File: config.mk
export PLATFORM = sky130hd
export DESIGN_NAME = modular_arithmetic_alu
export DESIGN_NICKNAME = d
export VERILOG_FILES = /design/src/hdl/mma_pkg.sv /design/src/hdl/mma_addsub.sv /design/src/hdl/mma_core.sv /design/src/hdl/modular_arithmetic_alu.sv
export SDC_FILE = /design/constraint.sdc
export NUM_CORES = 1
export LEC_CHECK = 0
export ABC_AREA = 1
export BUFFER_PORTS_ARGS = -buffer_cell sky130_fd_sc_hd__buf_2
export CORE_MARGIN = 2
export CORE_UTILIZATION = 30
export DETAILED_ROUTE_END_ITERATION = 16
export PLACE_DENSITY = 0.44
export SKIP_LAST_GASP = 1
export SLEW_MARGIN = 25
export SYNTH_ARGS = -nofsm -noshare
export SYNTH_HDL_FRONTEND = slang
export SYNTH_SLANG_ARGS = --single-unit
File: constraint.sdc
create_clock -name clk -period 16.5 [get_ports clk]
set_input_delay 0.825 -clock clk [delete_from_list [all_inputs] [get_ports clk]]
set_output_delay 0.825 -clock clk [all_outputs]
set_load 0.02 [all_outputs]
File: src/hdl/mma_pkg.sv
package mma_pkg;

  // Field widths of the stream and configuration ports
  localparam int CMD_W = 3;
  localparam int OPD_W = 64;
  localparam int RES_W = 31;
  localparam int CFG_W = 31;

  // Modulus width kept in hardware (8..31)
  localparam int MOD_BITS = 31;
  localparam int MCNT_W   = $clog2(MOD_BITS);
  localparam int RCNT_W   = $clog2(OPD_W);

  localparam logic [MOD_BITS-1:0] MOD_RESET = MOD_BITS'(31'd998244353);

  localparam logic [CMD_W-1:0] CMD_ADD = 3'd0;
  localparam logic [CMD_W-1:0] CMD_SUB = 3'd1;
  localparam logic [CMD_W-1:0] CMD_MUL = 3'd2;
  localparam logic [CMD_W-1:0] CMD_DIV = 3'd3;
  localparam logic [CMD_W-1:0] CMD_POW = 3'd4;

  // Request to the shared modular add/subtract unit; operands not above the modulus, sum below twice it
  typedef struct packed {
    logic                sub;
    logic [MOD_BITS-1:0] p;
    logic [MOD_BITS-1:0] q;
  } unit_req_t;

  function automatic logic [OPD_W-1:0] abs64(input logic [OPD_W-1:0] v);
    return v[OPD_W-1] ? (OPD_W'(0) - v) : v;
  endfunction

endpackage

File: src/hdl/mma_addsub.sv
module mma_addsub (
  input  mma_pkg::unit_req_t          req,
  input  logic [mma_pkg::MOD_BITS-1:0] m,
  output logic [mma_pkg::MOD_BITS-1:0] y
);

  logic [mma_pkg::MOD_BITS:0] sum;
  logic [mma_pkg::MOD_BITS:0] dif;

  always_comb begin
    sum = {1'b0, req.p} + {1'b0, req.q};
    dif = {1'b0, req.p} - {1'b0, req.q};
    if (req.sub) begin
      // borrow: wrap up by the modulus
      if (dif[mma_pkg::MOD_BITS]) begin
        y = dif[mma_pkg::MOD_BITS-1:0] + m;
      end else begin
        y = dif[mma_pkg::MOD_BITS-1:0];
      end
    end else begin
      if (sum >= {1'b0, m}) begin
        y = mma_pkg::MOD_BITS'(sum - {1'b0, m});
      end else begin
        y = sum[mma_pkg::MOD_BITS-1:0];
      end
    end
  end

endmodule

File: src/hdl/mma_core.sv
module mma_core (
  input  logic                          clk,
  input  logic                          rst,
  input  logic [mma_pkg::MOD_BITS-1:0]  m,
  input  logic                          in_valid,
  output logic                          in_ready,
  input  logic [mma_pkg::CMD_W-1:0]     command,
  input  logic [mma_pkg::OPD_W-1:0]     operand_a,
  input  logic [mma_pkg::OPD_W-1:0]     operand_b,
  output logic                          fin,
  input  logic                          take,
  output logic [mma_pkg::MOD_BITS-1:0]  res
);

  localparam logic [3:0] S_IDLE  = 4'd0;
  localparam logic [3:0] S_RED   = 4'd1;
  localparam logic [3:0] S_FIX   = 4'd2;
  localparam logic [3:0] S_ADD   = 4'd3;
  localparam logic [3:0] S_SUB   = 4'd4;
  localparam logic [3:0] S_PSTEP = 4'd5;
  localparam logic [3:0] S_MDBL  = 4'd6;
  localparam logic [3:0] S_MADD  = 4'd7;
  localparam logic [3:0] S_FIN   = 4'd8;

  localparam logic [1:0] K_RES = 2'd0;
  localparam logic [1:0] K_ACC = 2'd1;
  localparam logic [1:0] K_SQR = 2'd2;

  localparam int MB = mma_pkg::MOD_BITS;
  localparam int OW = mma_pkg::OPD_W;

  logic [3:0]                     state;
  logic [mma_pkg::CMD_W-1:0]      cmd;
  logic                           phase_b;
  logic                           neg;
  logic [OW-1:0]                  mag;
  logic [OW-1:0]                  opb;
  logic [mma_pkg::RCNT_W-1:0]     cnt_r;
  logic [MB-1:0]                  r;
  logic [MB-1:0]                  ra;
  logic [OW-1:0]                  e;
  logic [MB-1:0]                  acc;
  logic [MB-1:0]                  base;
  logic [MB-1:0]                  mx;
  logic [MB-1:0]                  my;
  logic [MB-1:0]                  macc;
  logic [mma_pkg::MCNT_W-1:0]     cnt_m;
  logic [1:0]                     mkind;

  mma_pkg::unit_req_t             req;
  logic [MB-1:0]                  uy;
  logic [MB-1:0]                  rv;
  logic                           m_one;
  logic                           m_small;

  mma_addsub u_addsub (
    .req (req),
    .m   (m),
    .y   (uy)
  );

  assign in_ready = (state == S_IDLE);
  assign fin      = (state == S_FIN);
  assign rv       = neg ? uy : r;
  assign m_one    = (m == MB'(1));
  assign m_small  = (m[MB-1:1] == '0);

  always_comb begin
    req.sub = 1'b0;
    req.p   = '0;
    req.q   = '0;
    case (state)
      S_RED: begin
        req.p = r;
        req.q = r + MB'(mag[cnt_r]);
      end
      S_FIX: begin
        req.sub = 1'b1;
        req.q   = r;
      end
      S_ADD: begin
        req.p = ra;
        req.q = base;
      end
      S_SUB: begin
        req.sub = 1'b1;
        req.p   = ra;
        req.q   = base;
      end
      S_MDBL: begin
        req.p = macc;
        req.q = macc;
      end
      S_MADD: begin
        req.p = macc;
        req.q = mx;
      end
      default: begin
        req.sub = 1'b0;
      end
    endcase
  end

  always_ff @(posedge clk) begin
    if (rst) begin
      state <= S_IDLE;
    end else begin
      case (state)
        S_IDLE: begin
          if (in_valid) begin
            cmd     <= command;
            opb     <= operand_b;
            mag     <= mma_pkg::abs64(operand_a);
            neg     <= operand_a[OW-1];
            r       <= '0;
            cnt_r   <= mma_pkg::RCNT_W'(OW - 1);
            phase_b <= 1'b0;
            if (m == '0) begin
              res   <= '0;
              state <= S_FIN;
            end else begin
              state <= S_RED;
            end
          end
        end
        S_RED: begin
          // shift in one magnitude bit, keep remainder below the modulus
          r <= uy;
          if (cnt_r == '0) begin
            state <= S_FIX;
          end else begin
            cnt_r <= cnt_r - 1'b1;
          end
        end
        S_FIX: begin
          if (!phase_b) begin
            ra <= rv;
            if (cmd == mma_pkg::CMD_POW) begin
              e     <= mma_pkg::abs64(opb);
              acc   <= m_one ? MB'(0) : MB'(1);
              base  <= rv;
              state <= S_PSTEP;
            end else if (cmd == mma_pkg::CMD_ADD || cmd == mma_pkg::CMD_SUB ||
                         cmd == mma_pkg::CMD_MUL || cmd == mma_pkg::CMD_DIV) begin
              mag     <= mma_pkg::abs64(opb);
              neg     <= opb[OW-1];
              r       <= '0;
              cnt_r   <= mma_pkg::RCNT_W'(OW - 1);
              phase_b <= 1'b1;
              state   <= S_RED;
            end else begin
              res   <= '0;
              state <= S_FIN;
            end
          end else begin
            // base holds the reduced second operand for add and subtract
            base <= rv;
            case (cmd)
              mma_pkg::CMD_ADD: state <= S_ADD;
              mma_pkg::CMD_SUB: state <= S_SUB;
              mma_pkg::CMD_MUL: begin
                mx    <= ra;
                my    <= rv;
                macc  <= '0;
                cnt_m <= mma_pkg::MCNT_W'(MB - 1);
                mkind <= K_RES;
                state <= S_MDBL;
              end
              mma_pkg::CMD_DIV: begin
                if (rv == '0 || m_small) begin
                  res   <= '0;
                  state <= S_FIN;
                end else begin
                  e     <= OW'(m) - OW'(2);
                  acc   <= MB'(1);
                  state <= S_PSTEP;
                end
              end
              default: begin
                res   <= '0;
                state <= S_FIN;
              end
            endcase
          end
        end
        S_ADD: begin
          res   <= uy;
          state <= S_FIN;
        end
        S_SUB: begin
          res   <= uy;
          state <= S_FIN;
        end
        S_PSTEP: begin
          if (e == '0) begin
            if (cmd == mma_pkg::CMD_POW) begin
              res   <= acc;
              state <= S_FIN;
            end else begin
              // divide: dividend times inverse
              mx    <= ra;
              my    <= acc;
              macc  <= '0;
              cnt_m <= mma_pkg::MCNT_W'(MB - 1);
              mkind <= K_RES;
              state <= S_MDBL;
            end
          end else if (e[0]) begin
            e     <= {e[OW-1:1], 1'b0};
            mx    <= acc;
            my    <= base;
            macc  <= '0;
            cnt_m <= mma_pkg::MCNT_W'(MB - 1);
            mkind <= K_ACC;
            state <= S_MDBL;
          end else begin
            e <= {1'b0, e[OW-1:1]};
            if (e[OW-1:1] != '0) begin
              mx    <= base;
              my    <= base;
              macc  <= '0;
              cnt_m <= mma_pkg::MCNT_W'(MB - 1);
              mkind <= K_SQR;
              state <= S_MDBL;
            end
          end
        end
        S_MDBL: begin
          macc <= uy;
          if (my[cnt_m]) begin
            state <= S_MADD;
          end else if (cnt_m != '0) begin
            cnt_m <= cnt_m - 1'b1;
          end else begin
            case (mkind)
              K_ACC: begin
                acc   <= uy;
                state <= S_PSTEP;
              end
              K_SQR: begin
                base  <= uy;
                state <= S_PSTEP;
              end
              default: begin
                res   <= uy;
                state <= S_FIN;
              end
            endcase
          end
        end
        S_MADD: begin
          macc <= uy;
          if (cnt_m != '0) begin
            cnt_m <= cnt_m - 1'b1;
            state <= S_MDBL;
          end else begin
            case (mkind)
              K_ACC: begin
                acc   <= uy;
                state <= S_PSTEP;
              end
              K_SQR: begin
                base  <= uy;
                state <= S_PSTEP;
              end
              default: begin
                res   <= uy;
                state <= S_FIN;
              end
            endcase
          end
        end
        S_FIN: begin
          if (take) begin
            state <= S_IDLE;
          end
        end
        default: begin
          state <= S_IDLE;
        end
      endcase
    end
  end

endmodule

File: src/hdl/modular_arithmetic_alu.sv
// Modular add, subtract, multiply, divide and power over a modulus held in
// cfg_wdata's register (reset 998244353). Both operands are reduced first,
// negatives wrapped upward; power takes operand_b's magnitude as exponent and
// divide multiplies by the divisor to the power modulus-2, so the modulus must be
// prime for divide (a divisor that is a multiple of the modulus gives 0). One
// request is worked at a time through a single modular add/subtract unit: each
// operand reduction takes one operand bit per cycle, and each modular multiply
// is bit-serial, double and add. The time of divide and power is set by the
// count of bit-serial multiplies in square-and-multiply.
// The result register lets the next request enter while a result waits.
module modular_arithmetic_alu (
  input  logic         clk,
  input  logic         rst,
  input  logic         cfg_we,
  input  logic [30:0]  cfg_wdata,      // modulus
  input  logic         s_axis_tvalid,
  output logic         s_axis_tready,
  input  logic [135:0] s_axis_tdata,   // command[2:0], operand_a[66:3], operand_b[130:67]
  output logic         m_axis_tvalid,
  input  logic         m_axis_tready,
  output logic [31:0]  m_axis_tdata    // result_value[30:0]
);

  localparam int MB = mma_pkg::MOD_BITS;
  localparam int CW = mma_pkg::CMD_W;
  localparam int OW = mma_pkg::OPD_W;

  logic [MB-1:0] modulus;
  logic          fin;
  logic          take;
  logic [MB-1:0] res;
  logic [mma_pkg::RES_W-1:0] out_value;

  always_ff @(posedge clk) begin
    if (rst) begin
      modulus <= mma_pkg::MOD_RESET;
    end else if (cfg_we) begin
      modulus <= cfg_wdata[MB-1:0];
    end
  end

  mma_core u_core (
    .clk       (clk),
    .rst       (rst),
    .m         (modulus),
    .in_valid  (s_axis_tvalid),
    .in_ready  (s_axis_tready),
    .command   (s_axis_tdata[CW-1:0]),
    .operand_a (s_axis_tdata[CW+OW-1:CW]),
    .operand_b (s_axis_tdata[CW+2*OW-1:CW+OW]),
    .fin       (fin),
    .take      (take),
    .res       (res)
  );

  // load the output register when empty or being drained
  assign take = !m_axis_tvalid || m_axis_tready;

  always_ff @(posedge clk) begin
    if (rst) begin
      m_axis_tvalid <= 1'b0;
    end else if (fin && take) begin
      m_axis_tvalid <= 1'b1;
    end else if (m_axis_tready) begin
      m_axis_tvalid <= 1'b0;
    end
  end

  always_ff @(posedge clk) begin
    if (fin && take) begin
      out_value <= mma_pkg::RES_W'(res);
    end
  end

  assign m_axis_tdata = {1'b0, out_value};

endmodule

==> metrics.md, run 1 <==
| Metric | Value |
|---|---|
| GRT Total Usage | `between 20% and 30%` |
| Vias in the first global route | `roughly 32000` |
| Final setup TNS | `0 ns` |
| Synth Net Count | `4918` |
| DR pass1 iterations | `8` |
| Die area | `0.1235 mm2` |
| Seq cells post-synth | `~530` |
| Switching power | `between 4 and 5 mW` |
| GRT Residual Overflow | `0` |
| XOR/XNOR share of the synthesized area | `4.257%` |
| Hold Fails Final Rpt | `0` |
| Final Util | `between 30% and 40%` |
| Worst r2r src | `u_core.cnt_r[1]` |
| Sink Count | `525` |
| Worst slew margin | `approximately 28%` |
| Max-cap violations | `0` |
| Asr flop ratio synth | `0%` |
| Part of the power in the clock network | `approximately 16%` |
| Fraction of layout cells with a size suffix above 1 | `under 10%` |
| HP Start | `s_axis_tdata[117]` |
| Antenna viol nets, final | `0` |
| Maximum operating frequency | `0.07786 GHz` |
| Compound-Gate Fraction of Synth Area | `approximately 16%` |
| Reg2Reg Depth | `58` |
| Routed WL | `about 150 mm` |
| Maximum number of pins on one net before global-route repair | `91` |
| Placement Rows | `127` |
| Critical path startpoint category | `flop` |
| CP Class | `flop to flop` |
| Internal power | `between 4 and 5 mW` |
| Status | `complete, no violations` |
| PwrDens | `between 200 and 250 mW/mm2` |
| H-tree Lvls | `2` |
| Post-CTS Hold Fix Bufs | `0` |
| Hold Path Class | `input pin to flop` |
| Die height | `approximately 350 um` |
| Crit path capture type | `flop` |
| Initial antenna violation count | `12` |
| Largest cells by area after synthesis | `edfxtp_1 41%, nand2_1 8.9%, inv_1 5.9%` |
| # setup viols final | `0` |
| Detailed-route DRC error count | `0` |
| Proportion of synthesized area in mux cells | `less than 1%` |
| Clk_skew | `between 0.03 and 0.04 ns` |
| Placer Congestion | `between 0.9 and 1` |
| WHS Path Cells | `1` |
| Distinct cell type count after synthesis | `70` |
| Clock slew at reported path FFs | `0.06 ns` |
| Core Area | `0.1198 mm2` |
| DP HPWL | `roughly 110 mm` |
| Max Slew Vio Count | `0` |
| Via/cell ratio | `approximately 5.3` |
| Largest family of logic cells by synthesized area | `simple AND/OR/NAND/NOR gates` |
| CP Max Fanout | `63` |
| Comb power frac | `63.8%` |
| # fillers | `approximately 13000` |
| Warnings from Yosys | `0` |
| Adder-Cell Fraction of Synth Area | `under 10%` |
| Largest area contributor in the netlist | `edfxtp_1` |
| Synth Area per Inst | `roughly 7.9 um2` |
| Biggest regs | `u_core.e x64, u_core.mag x64, u_core.opb x64` |
| Slowest-stage cell, CP | `edfxtp_1` |
| Simple-Gate Fraction of Synth Area | `23.90%` |
| Most used cell, CP | `nand2_1` |
| Initial drt markers | `approximately 3700` |
| Post-CTS Resized | `0` |
| Yosys top cell area share | `between 40 and 50%` |
| Unrepaired setup endpoints after global routing | `false` |
| VDD IR max | `roughly 130 uV` |
| Fin crit share | `between 70% and 80%` |
| R2R Path End | `u_core.e[62]` |
| Initial core utilization | `30.22%` |
| Worst-case clock buffer depth | `3` |
| Top-count cell post-synth | `nand2_1` |
| CTS tree | `yes` |
| Layout Nets | `between 5000 and 6000` |
| Vias post-DR | `between 30000 and 40000` |
| Sequential share of power | `between 20% and 30%` |
| Post-CTS Repair Setup Buffers | `0` |
| First-pass GRT wire length | `~210 mm` |
| Sw Share | `between 50% and 60%` |
| Die X | `roughly 350 um` |
| Syn Inst Count | `between 4000 and 5000` |
| Max incr delay on CP | `between 0.7 and 0.8 ns` |
| Avg WL per Cell | `23.19 um` |
| Post-synth top cells | `862 x nand2_1, 573 x inv_1, 529 x nor2_1, 489 x edfxtp_1, 373 x o21ai_0` |
| Number of buffers added on ports | `199` |
| Worst EP required | `approximately 17 ns` |
| CTS buffer count | `between 60 and 70` |
| Leakage | `16.87 nW` |
| EDFF count, synth | `roughly 500` |
| Min cycle time layout | `between 10 and 15 ns` |
| Root Buffer | `clkbuf_16` |
| Post-synthesis cell area | `between 0.03 and 0.04 mm2` |
| Top Ports | `approximately 200` |
| Most used DFF post-synth | `edfxtp_1` |
| Worst Path Arrival | `~13 ns` |
| Insertion delay to the later sink of the worst-skew pair | `0.69 ns` |
| WHS Endpoint | `u_core.opb[50]` |
| Tightest Pin Transition | `approximately 1.1 ns` |
| Reg-to-reg slack, setup | `roughly 3.7 ns` |
| Register area share after synthesis | `between 40% and 50%` |
| Syn-to-layout area delta | `13.24%` |
==> how the worst max path moves through the flow <==
stage / start / endpoint / slack (ns) / cells after the start
floorplan: u_core.cnt_r[0] / u_core.e[10] / 4.88 / 61
global placement: u_core.cnt_r[1] / u_core.e[41] / 3.76 / 57
detailed placement: u_core.cnt_r[1] / u_core.e[41] / 3.78 / 57
CTS: u_core.cnt_r[1] / u_core.e[62] / 3.77 / 58
global route: u_core.cnt_r[1] / u_core.e[62] / 2.71 / 57
finish: u_core.cnt_r[1] / u_core.e[62] / 3.66 / 58
==> cell type report <==
| class | instances | area (um2) | area share (%) |
|---|---|---|---|
| repair buffers | 248 | 1376 | 3.356 |
| clock inverters | 37 | 445.4 | 1.086 |
| multi-input cells | 3313 | 17950 | 43.78 |
| diodes | 6 | 15.01 | 0.03662 |
| flip-flops and latches | 525 | 15400 | 37.57 |
| inverters | 588 | 2210 | 5.389 |
| well taps | 1612 | 2017 | 4.919 |
| clock buffers | 77 | 1587 | 3.869 |
==> cells by family (layout without fill, tap and decap cells) <==
logic type	after synthesis	count (layout)
AO/OA/AOI/OAI	997	997
XOR/XNOR	176	176
adder cells (fa/ha/maj)	136	136
buffers and inverters	772	950
flip-flops	525	525
multiplexers	4	4
other	1	7
AND/OR/NAND/NOR	1999	1999
==> cells in the final DEF (no fill, tap or decap), types with 11 or more instances in the layout <==
| master | n |
|---|---|
| buf_4 | 48 |
| nor3_1 | 87 |
| nand4_1 | 66 |
| a221oi_1 | 21 |
| edfxtp_1 | 489 |
| o21ai_0 | 373 |
| nor2_4 | 11 |
| a31oi_1 | 18 |
| ha_1 | 132 |
| xnor2_1 | 54 |
| a21oi_1 | 291 |
| nand2_2 | 12 |
| o211ai_1 | 20 |
| inv_1 | 572 |
| nor2_1 | 518 |
| nand3_1 | 301 |
| nand3b_1 | 19 |
| clkbuf_1 | 16 |
| o21ai_1 | 13 |
| a32o_1 | 19 |
| clkinv_1 | 16 |
| a22o_1 | 20 |
| o21a_1 | 12 |
| nor4_1 | 55 |
| clkbuf_16 | 61 |
| o221ai_1 | 31 |
| o31ai_1 | 18 |
| xor2_1 | 122 |
| buf_2 | 199 |
| o22ai_1 | 69 |
| dfxtp_1 | 36 |
| and2_1 | 11 |
| nand2_1 | 861 |
| a21o_1 | 14 |
| o21bai_1 | 40 |
==> power by group through the flow <==
stage / clock network, mW / logic [mW] / registers [mW]
CTS: 1.44 / 5.69 / 1.87
floorplan: 0 / 3.85 / 1.87
global route: 1.49 / 6.37 / 1.89
detailed placement: 0 / 5.66 / 1.90
global placement: 0 / 5.68 / 1.90
finish: 1.42 / 5.81 / 1.87
==> critical path: cells and delay by family (launching register included) <==
kind                     cells  cell delay, ns
AO/OA/AOI/OAI                7            1.72
adder cells (fa/ha/maj)      4            1.25
buffers and inverters        7            2.43
flip-flops                   1            0.74
AND/OR/NAND/NOR             40            6.22
==> metal layers <==
metal | share of wire (%) | global-route usage, % | vias to the layer above
met4 | 2.2 | 5.399 | 2
met3 | 8.7 | 4.425 | 159
met2 | 41 | 34.23 | 1373
met1 | 48 | 35.78 | 16190
li1 | - | - | 16130
met5 | 0.014 | 0 | -
==> stage by stage <==
| step | hold slack (ns) | power (mW) | setup slack, ns | instances | instance area (um2) |
|---|---|---|---|---|---|
| floorplan | 0.4003 | 5.715 | 4.881 | 4610 | 36210 |
| global placement | 0.4003 | 7.580 | 3.759 | 6285 | 38930 |
| detailed placement | 0.4045 | 7.559 | 3.784 | 6286 | 38950 |
| CTS | 0.2617 | 9.004 | 3.768 | 6400 | 40980 |
| global route | 0.2835 | 9.757 | 2.709 | 6400 | 40990 |
| finish | 0.3107 | 9.101 | 3.657 | 6406 | 41010 |
(Power assumes the default switching activity.)
==> inputs of run 2 (changes only) <==
clock period = 12.34 ns   (was 16.5 ns; I/O delays follow)
==> run 2 against run 1 <==
  * First-iteration DRC count grew 1.8%
  * Critical path depth is 1 higher
  * Sequential share of layout area is 0.10 points lower
  * Non-clock buffer count grew 24
  * Final cell count rose by 0.31%
  * Setup slack worse by 2.2 ns
==> metrics.md, run 2 (synthesized netlist as in run 1, its figures left out) <==
| Metric | Value |
|---|---|
| Status | `complete, no violations` |
| Number of buffers added on ports | `199 (unchanged)` |
| WHS Endpoint | `u_core.opb[50]` |
| Vias post-DR | `33930 (+0.22%)` |
| Placement Rows | `127 (unchanged)` |
| Commonest non-fill, non-tap cell in the layout | `nand2_1` |
| GRT Residual Overflow | `0 (unchanged)` |
| VDD IR max | `184.6 uV (+37%)` |
| Reg-to-reg slack, setup | `1.47 ns (-2.19 ns)` |
| Layout Nets | `5069 (+0.48%)` |
| Max incr delay on CP | `0.69 ns (-0.05 ns)` |
| Worst Path Arrival | `11.21 ns (-1.92 ns)` |
| Worst EP required | `12.68 ns (-4.11 ns)` |
| Antenna viol nets, final | `0 (unchanged)` |
| PwrDens | `294.4 mW/mm2 (+33%)` |
| Unrepaired setup endpoints after global routing | `false` |
| Dpl cell area | `0.03921 mm2 (+0.67%)` |
| H-tree Lvls | `2 (unchanged)` |
| WHS Path Cells | `1 (unchanged)` |
| Sink Count | `525 (unchanged)` |
| CTS tree | `yes` |
| Most frequent cells in the layout | `861 x nand2_1, 570 x inv_1, 518 x nor2_1, 489 x edfxtp_1, 373 x o21ai_0` |
| Post-CTS Hold Fix Bufs | `0 (unchanged)` |
| Reg2Reg Depth | `59 (+1.7%)` |
| HP Start | `s_axis_tdata[117]` |
| Switching power | `6.476 mW (+33%)` |
| Hold Fails Final Rpt | `0 (unchanged)` |
| Comb power frac | `64.9% (+1.1 points)` |
| Worst r2r src | `u_core.cnt_r[0]` |
| Initial core utilization | `30.22% (unchanged)` |
| Max Slew Vio Count | `0 (unchanged)` |
| Leakage | `16.94 nW (+0.41%)` |
| CTS buffer count | `61 (unchanged)` |
| Syn-to-layout area delta | `13.56%` |
| Die X | `351.4 um (unchanged)` |
| Cell area after layout | `0.04112 mm2 (+0.28%)` |
| Insertion delay to the later sink of the worst-skew pair | `0.67 ns (-0.02 ns)` |
| Worst slew margin | `33.26% (+5.2 points)` |
| Final setup TNS | `0 ns (unchanged)` |
| Worst-case clock buffer depth | `3 (unchanged)` |
| Min cycle time layout | `10.87 ns (-1.968 ns)` |
| Overall power | `12.11 mW (+33%)` |
| Clk_skew | `0.06077 ns (+0.02738 ns)` |
| Max-cap violations | `0 (unchanged)` |
| Biggest regs | `u_core.e x64, u_core.mag x64, u_core.opb x64` |
| R2R Path End | `u_core.e[29]` |
| Routed WL | `148.5 mm (about the same)` |
| Fin crit share | `88.12% (+10 points)` |
| Final Util | `34.32% (+0.095 points)` |
| Die height | `351.4 um (unchanged)` |
| DP HPWL | `114.0 mm (+0.93%)` |
| CP Class | `flop to flop` |
| # setup viols final | `0 (unchanged)` |
| Via/cell ratio | `5.281 (about the same)` |
| Most used cell, CP | `nand2_1` |
| Maximum number of pins on one net before global-route repair | `81 (-11%)` |
| Initial antenna violation count | `12 (unchanged)` |
| Post-CTS Repair Setup Buffers | `0 (unchanged)` |
| CP Max Fanout | `35 (-44%)` |
| Root Buffer | `clkbuf_16` |
| GRT Total Usage | `23.65% (+0.059 points)` |
| Crit path capture type | `flop` |
| Detailed-route DRC error count | `0 (unchanged)` |
| Top Ports | `206 (unchanged)` |
| Clock slew at reported path FFs | `0.06 ns (about the same)` |
| First-pass GRT wire length | `216.2 mm (+0.77%)` |
| Tightest Pin Transition | `0.9950 ns (-0.08364 ns)` |
| Maximum operating frequency | `0.09196 GHz (+18%)` |
| Fraction of layout cells with a size suffix above 1 | `9.187% (+0.39 points)` |
| Slowest-stage cell, CP | `edfxtp_1` |
| Sw Share | `53.50% (+0.19 points)` |
| Part of the power in the clock network | `14.4% (-1.2 points)` |
| Internal power | `5.629 mW (+32%)` |
| Initial drt markers | `3769 (+1.8%)` |
| Placer Congestion | `0.9350 (-2.3%)` |
| Post-CTS Resized | `0 (unchanged)` |
| Vias in the first global route | `32350 (+1.1%)` |
| Sequential share of power | `20.7% (about the same)` |
| Hold Path Class | `input pin to flop` |
| Core Area | `0.1198 mm2 (unchanged)` |
| Avg WL per Cell | `23.11 um (-0.33%)` |
| Die area | `0.1235 mm2 (unchanged)` |
| Critical path startpoint category | `flop` |
| DR pass1 iterations | `6 (-2)` |
==> run 2: how the worst max path moves through the flow <==
stage	slack, ns	end	startpoint
CTS	1.49	u_core.e[29]	u_core.cnt_r[0]
finish	1.47	u_core.e[29]	u_core.cnt_r[0]
global route	0.50	u_core.e[26]	u_core.cnt_r[0]
floorplan	0.72	u_core.e[10]	u_core.cnt_r[0]
detailed placement	1.57	u_core.e[42]	u_core.cnt_r[0]
global placement	1.68	u_core.e[42]	u_core.cnt_r[0]
==> run 2: critical path, delay by kind of cell, from the launching register on <==
kind / cells / cell delay (ns)
flip-flops: 1 / 0.69
AO/OA/AOI/OAI: 7 / 1.36
buffers and inverters: 10 / 1.62
adder cells (fa/ha/maj): 4 / 1.30
AND/OR/NAND/NOR: 38 / 5.47
==> run 2: power by group through the flow <==
stage	combinational (mW)	clock, mW	sequential (mW)
finish	7.86	1.74	2.51
global route	8.66	1.85	2.53
CTS	7.69	1.79	2.50
detailed placement	7.66	0	2.54
global placement	7.68	0	2.54
floorplan	5.14	0	2.50
==> run 2: final cells by class <==
| type | instances | area (um2) |
|---|---|---|
| fill | 12940 | 78690 |
| clock inverter | 33 | 287.8 |
| multi-input combinational | 3313 | 17950 |
| antenna | 3 | 7.507 |
| timing repair buffer | 272 | 1644 |
| sequential | 525 | 15400 |
| clock buffer | 80 | 1598 |
| tap | 1612 | 2017 |
| inverter | 588 | 2210 |
==> run 2: through the flow <==
| stage | instances | setup slack, ns | hold WS [ns] |
|---|---|---|---|
| after CTS | 6423 | 1.490 | 0.06267 |
| after global routing | 6423 | 0.5024 | 0.07219 |
| after global placement | 6310 | 1.682 | 0.4014 |
| after detailed placement | 6310 | 1.573 | 0.4045 |
| after floorplan | 4610 | 0.7208 | 0.4003 |
| final | 6426 | 1.465 | 0.1139 |
==> run 2: per-layer routing <==
metal  GRT usage [%]  wire, um
met1           36.53     72220
met5               0        13
met4           3.768      2096
met3           3.486     11980
met2           35.00     62210
